**src/rtl/aes_ctr_cbcmac_ccm_engine_core_macros.svh**
```systemverilog
// Assertion helpers used by the engine controller
`ifndef AES_CTR_CBCMAC_CCM_ENGINE_CORE_MACROS_SVH
`define AES_CTR_CBCMAC_CCM_ENGINE_CORE_MACROS_SVH

// Implication checked on every rising clock edge outside reset
`define ACC_ASSERT_IMPL(lbl, clk, rst_n, ante, cons) \
    lbl: assert property (@(posedge clk) disable iff (!rst_n) (ante) |-> (cons)) \
        else $error("assertion failed");

// Next-cycle implication checked outside reset
`define ACC_ASSERT_NEXT(lbl, clk, rst_n, ante, cons) \
    lbl: assert property (@(posedge clk) disable iff (!rst_n) (ante) |=> (cons)) \
        else $error("assertion failed");

`endif

```
**src/rtl/acc_pkg.sv**
```systemverilog
package acc_pkg;

    localparam logic [1:0] MODE_CTR = 2'd0;
    localparam logic [1:0] MODE_CBC = 2'd1;
    localparam logic [1:0] MODE_CCM = 2'd2;

    localparam logic [2:0] CFG_KEY_HI = 3'd0;
    localparam logic [2:0] CFG_KEY_LO = 3'd1;
    localparam logic [2:0] CFG_CTR_HI = 3'd2;
    localparam logic [2:0] CFG_CTR_LO = 3'd3;
    localparam logic [2:0] CFG_MAC_HI = 3'd4;
    localparam logic [2:0] CFG_MAC_LO = 3'd5;

    localparam logic STATUS_OK    = 1'b0;
    localparam logic STATUS_NOSUP = 1'b1;

    localparam logic [3:0] LAST_ROUND = 4'd10;

    typedef enum logic [2:0] {
        S_IDLE,
        S_CTR_RUN,
        S_CTR_DONE,
        S_MAC_RUN,
        S_MAC_DONE,
        S_OUT
    } t_state;

    // controller to datapath
    typedef struct packed {
        logic take;       // latch item, apply restart
        logic ctr_load;   // load AES state from counter
        logic mac_load;   // load AES state from mac xor data
        logic round;      // run one round
        logic ctr_store;  // store keystream xor data, bump counter
        logic mac_store;  // store new mac
    } t_cmd;

    // datapath to controller
    typedef struct packed {
        logic last;       // current round is the final one
    } t_stat;

    typedef logic [7:0] t_sbox [256];
    localparam t_sbox SBOX = '{
      8'h63,8'h7c,8'h77,8'h7b,8'hf2,8'h6b,8'h6f,8'hc5,8'h30,8'h01,8'h67,8'h2b,8'hfe,8'hd7,8'hab,8'h76,
      8'hca,8'h82,8'hc9,8'h7d,8'hfa,8'h59,8'h47,8'hf0,8'had,8'hd4,8'ha2,8'haf,8'h9c,8'ha4,8'h72,8'hc0,
      8'hb7,8'hfd,8'h93,8'h26,8'h36,8'h3f,8'hf7,8'hcc,8'h34,8'ha5,8'he5,8'hf1,8'h71,8'hd8,8'h31,8'h15,
      8'h04,8'hc7,8'h23,8'hc3,8'h18,8'h96,8'h05,8'h9a,8'h07,8'h12,8'h80,8'he2,8'heb,8'h27,8'hb2,8'h75,
      8'h09,8'h83,8'h2c,8'h1a,8'h1b,8'h6e,8'h5a,8'ha0,8'h52,8'h3b,8'hd6,8'hb3,8'h29,8'he3,8'h2f,8'h84,
      8'h53,8'hd1,8'h00,8'hed,8'h20,8'hfc,8'hb1,8'h5b,8'h6a,8'hcb,8'hbe,8'h39,8'h4a,8'h4c,8'h58,8'hcf,
      8'hd0,8'hef,8'haa,8'hfb,8'h43,8'h4d,8'h33,8'h85,8'h45,8'hf9,8'h02,8'h7f,8'h50,8'h3c,8'h9f,8'ha8,
      8'h51,8'ha3,8'h40,8'h8f,8'h92,8'h9d,8'h38,8'hf5,8'hbc,8'hb6,8'hda,8'h21,8'h10,8'hff,8'hf3,8'hd2,
      8'hcd,8'h0c,8'h13,8'hec,8'h5f,8'h97,8'h44,8'h17,8'hc4,8'ha7,8'h7e,8'h3d,8'h64,8'h5d,8'h19,8'h73,
      8'h60,8'h81,8'h4f,8'hdc,8'h22,8'h2a,8'h90,8'h88,8'h46,8'hee,8'hb8,8'h14,8'hde,8'h5e,8'h0b,8'hdb,
      8'he0,8'h32,8'h3a,8'h0a,8'h49,8'h06,8'h24,8'h5c,8'hc2,8'hd3,8'hac,8'h62,8'h91,8'h95,8'he4,8'h79,
      8'he7,8'hc8,8'h37,8'h6d,8'h8d,8'hd5,8'h4e,8'ha9,8'h6c,8'h56,8'hf4,8'hea,8'h65,8'h7a,8'hae,8'h08,
      8'hba,8'h78,8'h25,8'h2e,8'h1c,8'ha6,8'hb4,8'hc6,8'he8,8'hdd,8'h74,8'h1f,8'h4b,8'hbd,8'h8b,8'h8a,
      8'h70,8'h3e,8'hb5,8'h66,8'h48,8'h03,8'hf6,8'h0e,8'h61,8'h35,8'h57,8'hb9,8'h86,8'hc1,8'h1d,8'h9e,
      8'he1,8'hf8,8'h98,8'h11,8'h69,8'hd9,8'h8e,8'h94,8'h9b,8'h1e,8'h87,8'he9,8'hce,8'h55,8'h28,8'hdf,
      8'h8c,8'ha1,8'h89,8'h0d,8'hbf,8'he6,8'h42,8'h68,8'h41,8'h99,8'h2d,8'h0f,8'hb0,8'h54,8'hbb,8'h16
    };

    function automatic logic [7:0] xtime(input logic [7:0] a);
        xtime = {a[6:0], 1'b0} ^ (a[7] ? 8'h1b : 8'h00);
    endfunction

endpackage

```
**src/rtl/acc_ctrl.sv**
```systemverilog
`include "aes_ctr_cbcmac_ccm_engine_core_macros.svh"
module acc_ctrl
    import acc_pkg::*;
(
    input  logic       i_clk,
    input  logic       i_rst_n,
    input  logic       i_in_valid,
    output logic       o_in_ready,
    input  logic [1:0] i_mode,
    input  logic       i_decrypt,
    output logic       o_out_valid,
    input  logic       i_out_ready,
    output logic       o_status,
    output t_cmd       o_cmd,
    input  t_stat      i_stat
);

    t_state r_state, n_state;
    logic   r_ctr_en, r_mac_en, r_status;
    logic   take, dc, dm, nosup;
    t_cmd   cmd_base;

    assign take  = (r_state == S_IDLE) && i_in_valid;
    assign nosup = (i_mode == MODE_CBC) && i_decrypt;
    assign dc    = !nosup && (i_mode == MODE_CTR || i_mode == MODE_CCM);
    assign dm    = !nosup && (i_mode == MODE_CBC || i_mode == MODE_CCM);

    // next state
    always_comb begin
        n_state = r_state;
        case (r_state)
            S_IDLE: begin
                if (i_in_valid) n_state = dc ? S_CTR_RUN : (dm ? S_MAC_RUN : S_OUT);
            end
            S_CTR_RUN:  if (i_stat.last) n_state = S_CTR_DONE;
            S_CTR_DONE: n_state = r_mac_en ? S_MAC_RUN : S_OUT;
            S_MAC_RUN:  if (i_stat.last) n_state = S_MAC_DONE;
            S_MAC_DONE: n_state = S_OUT;
            S_OUT:      if (i_out_ready) n_state = S_IDLE;
            default:    n_state = S_IDLE;
        endcase
    end

    // commands: loads happen on entry to a run state
    always_comb begin
        cmd_base = '0;
        case (r_state)
            S_IDLE: begin
                cmd_base.take = take;
            end
            S_CTR_RUN:  cmd_base.round = 1'b1;
            S_CTR_DONE: cmd_base.ctr_store = 1'b1;
            S_MAC_RUN:  cmd_base.round = 1'b1;
            S_MAC_DONE: cmd_base.mac_store = 1'b1;
            default: ;
        endcase
    end

    // register the loads (after take, or after the CTR store) so restart and stores settle
    logic r_ld_ctr, r_ld_mac;
    always_comb begin
        o_cmd = cmd_base;
        o_cmd.ctr_load = r_ld_ctr;
        o_cmd.mac_load = r_ld_mac;
        o_cmd.round = cmd_base.round && !r_ld_ctr && !r_ld_mac;
    end

    always_ff @(posedge i_clk) begin
        if (!i_rst_n) begin
            r_state  <= S_IDLE;
            r_ld_ctr <= 1'b0;
            r_ld_mac <= 1'b0;
            r_ctr_en <= 1'b0;
            r_mac_en <= 1'b0;
            r_status <= STATUS_OK;
        end else begin
            r_state  <= n_state;
            r_ld_ctr <= take && dc;
            r_ld_mac <= (take && dm && !dc) || (r_state == S_CTR_DONE && r_mac_en);
            if (take) begin
                r_ctr_en <= dc;
                r_mac_en <= dm;
                r_status <= nosup ? STATUS_NOSUP : STATUS_OK;
            end
        end
    end

    assign o_in_ready  = (r_state == S_IDLE);
    assign o_out_valid = (r_state == S_OUT);
    assign o_status    = r_status;

    `ACC_ASSERT_NEXT(a_take_leaves_idle, i_clk, i_rst_n, take, r_state != S_IDLE)
    `ACC_ASSERT_IMPL(a_one_load, i_clk, i_rst_n, 1'b1, !(r_ld_ctr && r_ld_mac))
    `ACC_ASSERT_IMPL(a_ctr_only_en, i_clk, i_rst_n, r_state == S_CTR_DONE, r_ctr_en)

endmodule

```
**config.mk**
```make
export PLATFORM = sky130hd
export DESIGN_NAME = acc_ctrl
export DESIGN_NICKNAME = d
export VERILOG_FILES = /design/src/rtl/acc_pkg.sv /design/src/rtl/acc_ctrl.sv
export VERILOG_INCLUDE_DIRS = /design/src /design/src/rtl
export SDC_FILE = /design/constraint.sdc
export NUM_CORES = 1
export LEC_CHECK = 0
export ABC_AREA = 0
export BUFFER_PORTS_ARGS = -buffer_cell sky130_fd_sc_hd__buf_4
export CAP_MARGIN = 10
export CORE_AREA = 5 5 42 44
export DETAILED_ROUTE_END_ITERATION = 16
export DIE_AREA = 0 0 47 49
export SYNTH_ARGS = -nofsm -noshare
export SYNTH_HDL_FRONTEND = slang
export SYNTH_SLANG_ARGS = --single-unit
export TNS_END_PERCENT = 1
```
**constraint.sdc**
```tcl
create_clock -name i_clk -period 1.2 [get_ports i_clk]
set_clock_uncertainty 0.15 [all_clocks]
set_input_delay 0.06 -clock i_clk [delete_from_list [all_inputs] [get_ports i_clk]]
set_output_delay 0.06 -clock i_clk [all_outputs]
set_load 0.02 [all_outputs]
```
# --- Word level (Yosys, flattened, before mapping) ---
# Cells that the tools add are included.
word_totals:
  register_bits: 7
  latch_bits: 0
  mem_bits_rw: 0
  romBits: 0
  input_bits: 8
  mem_count: 0
op_classes:
  add_sub_neg: 0
  multipliers: 0
  n_div: 0
  magnitude_cmp: 0
  eq_ne: 11
  shifts: 0
  mux: 13
  bitwise: 0
  n_reduce_logical: 21
ops:
  columns: ["op", "n"]
  rows:
  - ["two-way mux 3 bit", 7]
  - ["one-hot mux 3 bit (6 select lines)", 1]
  - ["logical AND 1 bit", 10]
  - ["== test 3 x 2 -> 1 bit (second input constant)", 2]
  - ["== test 3 bit (second input constant)", 2]
  - ["!= test 2 bit (second input constant)", 3]
  - ["two-way mux 1 bit", 5]
  - ["logical NOT 1 bit", 4]
  - ["AND reduction 4 bit", 1]
  - ["== test 3 x 1 -> 1 bit (second input constant)", 1]
  - ["logical NOT 3 bit", 1]
  - ["logical OR 1 bit", 3]
  - ["== test 2 x 1 -> 1 bit (second input constant)", 1]
  - ["== test 2 bit (second input constant)", 1]
  - ["logical NOT 2 bit", 1]
  - ["!= test 2 x 1 -> 1 bit (second input constant)", 1]
  - ["OR reduction 2 bit", 1]

# --- Longest topological paths before layout ---
logic_depth:
  word_depth: 8
  ltp_mapped: 5
  ltp_nobuf: 5

# --- Least setup slack after synthesis ---
# No wires, ideal clock.
synth_timing:
  path_kind: "reg-to-reg"
  start: "register r_state[0]"
  end: "register r_state[2]"
  arrival_ns: 1.327
  t_required_ns: 0.981
  slack_ns: -0.347
  stages_incl_launch_ff: 6
  n_path_buf: 1
  period_less_slack_ns: 1.547
  path_cell_list: "dfxtp_1 > clkbuf_8 > inv_1 > nor3_1 > nand3b_1 > o21ai_1"
synth_via:
  elab_chain_cells: 3
synth_lines:
  columns: ["element", "line_no", "source"]
  rows:
  - ["start: declaration", "acc_ctrl.sv:18", "t_state r_state, n_state;"]
  - ["start signal: assignment", "acc_ctrl.sv:77", "r_state <= n_state;"]
  - ["== test 3 bit *", null, null]
  - ["net o_out_valid", "acc_ctrl.sv:11", "output logic o_out_valid,"]
  - ["!= test 2 x 1 -> 1 bit (no line)", null, null]
  - ["AND reduction 4 bit (no line)", null, null]
# Mark *: on every way through the listed nets, which the timed path passes. The rest lies on a longest branch.
# A chain may end at the register's enable or synchronous reset.

==> results.toml <==
[clock_network]
cts_num_sinks = 7
cts_root_buf = "clkbuf_4"
cts_tree = "yes"
cts_buffers = 3
clock_latency_ps = 250
clk_pin_slew_ps = 60
cts_max_path_buffers = 2
htree_levels = 1

[sta]
hold_viol = 0
slew_violations = 0
relSlewSlack = 0.835
period_share = 1.16
setup_tns_ps = -1410
worst_pin_slew_ps = 247
setup_violations = 12
layout_min_cycle_time_ps = 1400
finalWorstSetupSlack_ps = -195
maxClockFrequency_mhz = 717
rsz0062_at_grt = "true"

[worst_setup_path]
crit_path_start_kind = "flip-flop"
r2r-end = "o_status"
reg2reg_slack_ps = -130
critPathSlowestCell = "dfxtp_4"
reg2regPathDepth = 6
path_buf_inv = 3
end_kind = "primary output"
cp_cell_sequence = "buf_4, buf_12, nor3_4, buf_6"
worstPathRequired_ps = 990
cpLargestDelayFamily = "buffers and inverters"
arrival_ps = 1190
slowest_delay_ps = 360
path_class = "reg2out"
cp_max_fo = 9
regToRegStartpoint = "r_state[1]"

[routing]
vias = 526
top_layer_used = "met4"
drt_iter0_drc = 8
ant_nets = 0
routed_wl_um = 1430
post_drt_wl_per_cell_um = 13.9
drc = 0
met3_length_um = 64
via_per_inst = 5.11
dr.pass1.iters = 4
wl_met2_um = 770
met1Wirelength_um = 584

[yosys]
ys_seq_elements = 7
synth.distinct_cells = 25
postSynthAreaPerCell_um2 = 7.76
yosysTopAreaCell = "dfxtp_1"
mappedNetlistNets = 62
synth_warnings = 0
syn-cell-area_um2 = 419
netlist.area_leader.share = 0.334
synth-seq-area-share = 0.334
synth_area_leaders = "dfxtp_1, nor3_1, a21oi_1"
syn-instance-count = 54

[global_routing]
grt_pass1_wl_um = 2450
gr-total-overflow = 0
grt_util_all_layers = 0.143
antenna_found_initial = 0
grt_max_degree = 13
grt_pass1_vias = 534

[pwr]
finalPower_w = 0.00108
vdd_drop_max_mv = 0.793
p_sw_frac = 0.374
pwr-share-seq = 0.278
p_leak_nw = 0.341
p_per_area_nw_per_um2 = 1330
clkPwrFrac = 0.203
p_switching_w = 0.000406
p_int_w = 0.000678
power_frac_comb = 0.518

[status]
status = "finished with violations"
violations = "negative setup slack"

[placed_design]
portBuffers = 16
dpl.hpwl_um = 864
gp_congestion = 0.817
placed_cell_area_um2 = 647

[final_layout]
mostFrequentLayoutCells = "buf_4, buf_6, nor3_4"
nets = 96
final_common_cell = "buf_4"
fillers = 121
final_cell_area_um2 = 818
syn2layout_area_growth_pct = 95.2
drive_gt1_frac = 0.552
diodes = 0

[worst_hold_path]
hold_start = "i_stat"
min_to = "r_state[1]"
hp-class = "in2reg"
hold-path-cell-count = 4

[floorplanning]
ioPinCount = 17
row_count = 14
die_x_um = 47
dieHeight_um = 49
core_area_um2 = 1400
start_util = 0.299
die_area_um2 = 2300

[flow_run]
cap_viol_max_count = 0
## Yosys cell counts
cell type	instances
o21ai_0	4
buf_4	2
o21ai_1	3
and3_1	1
a2111oi_2	1
o2111ai_1	2
nor3_1	5
nor2_1	2
nand4_1	1
inv_1	4
or3b_1	1
buf_2	1
nor3_2	1
a311oi_1	1
a211oi_1	1
nor4_1	1
a21oi_1	4
and4_1	1
nand2_1	5
clkbuf_8	1
nand2b_1	2
dfxtp_1	7
nand3b_1	1
inv_2	1
nand3_1	1
## registers in the layout (all words and copies together), names as in the netlist
signal	flops
r_state	3
r_ld_ctr	1
r_ld_mac	1
o_status	1
r_mac_en	1
## metrics by stage
step / hold slack, ps / setup slack [ps] / std cells / utilization
floorplan: -10.7 / -104 / 54 / -
CTS: 11.3 / -169 / 103 / 0.564
global route: 57.1 / -231 / 103 / 0.584
finish: 17.7 / -195 / 103 / 0.584
global placement: 189 / -95.6 / 89 / 0.462
detailed placement: 194 / -103 / 89 / 0.462
## how the worst max path moves through the flow
stage	cells past startpoint	slack, ps	endpoint	start
after CTS	4	-170	o_cmd[0]	r_state[0]
after floorplan	5	-100	o_status	r_state[1]
after global routing	3	-230	o_cmd[2]	r_state[0]
after detailed placement	5	-100	o_status	r_state[1]
final	4	-200	o_cmd[0]	r_state[0]
after global placement	5	-100	o_status	r_state[1]
## cells by family after synthesis
group | count (synthesis) | synth area share
AO/OA/AOI/OAI | 16 | 0.248
buffers and inverters | 9 | 0.125
flip-flops | 7 | 0.334
AND/OR/NAND/NOR | 22 | 0.293
## power groups by stage
stage	combinational, W	clock (W)	sequential (W)
after floorplan	0.000271	0	0.000300
after CTS	0.000528	0.000222	0.000302
after global placement	0.000417	0	0.000317
after global routing	0.000606	0.000239	0.000304
final	0.000562	0.000221	0.000302
after detailed placement	0.000417	0	0.000317
## timing repair
action	CTS	global route
endpoints found under the setup margin	12	13
buffers inserted	6	0
hold buffers	4	0
gates resized for setup	11	5
pin swaps	6	3
endpoints found under the hold margin	4	0
## tightest hold or removal path: stages
cell and delay, ps:
buf_4 100, nand3_1 70, o21ai_1 100, a2111oi_2 50
## layout make-up
type | instances | area (um^2) | area share
Multi-Input combinational cell | 38 | 305 | 0.373
Timing Repair Buffer | 33 | 293 | 0.358
Sequential cell | 7 | 149 | 0.182
Clock buffer | 4 | 26.3 | 0.0321
Inverter | 5 | 25.0 | 0.0306
Tap cell | 16 | 20.0 | 0.0245
## metal layers
layer  track usage  up-vias
met5             0        -
met4        0.0415        0
met3        0.0443        2
met2         0.219       13
met1         0.189      248
li1              -      263
Power figures use the tool's default switching activity.
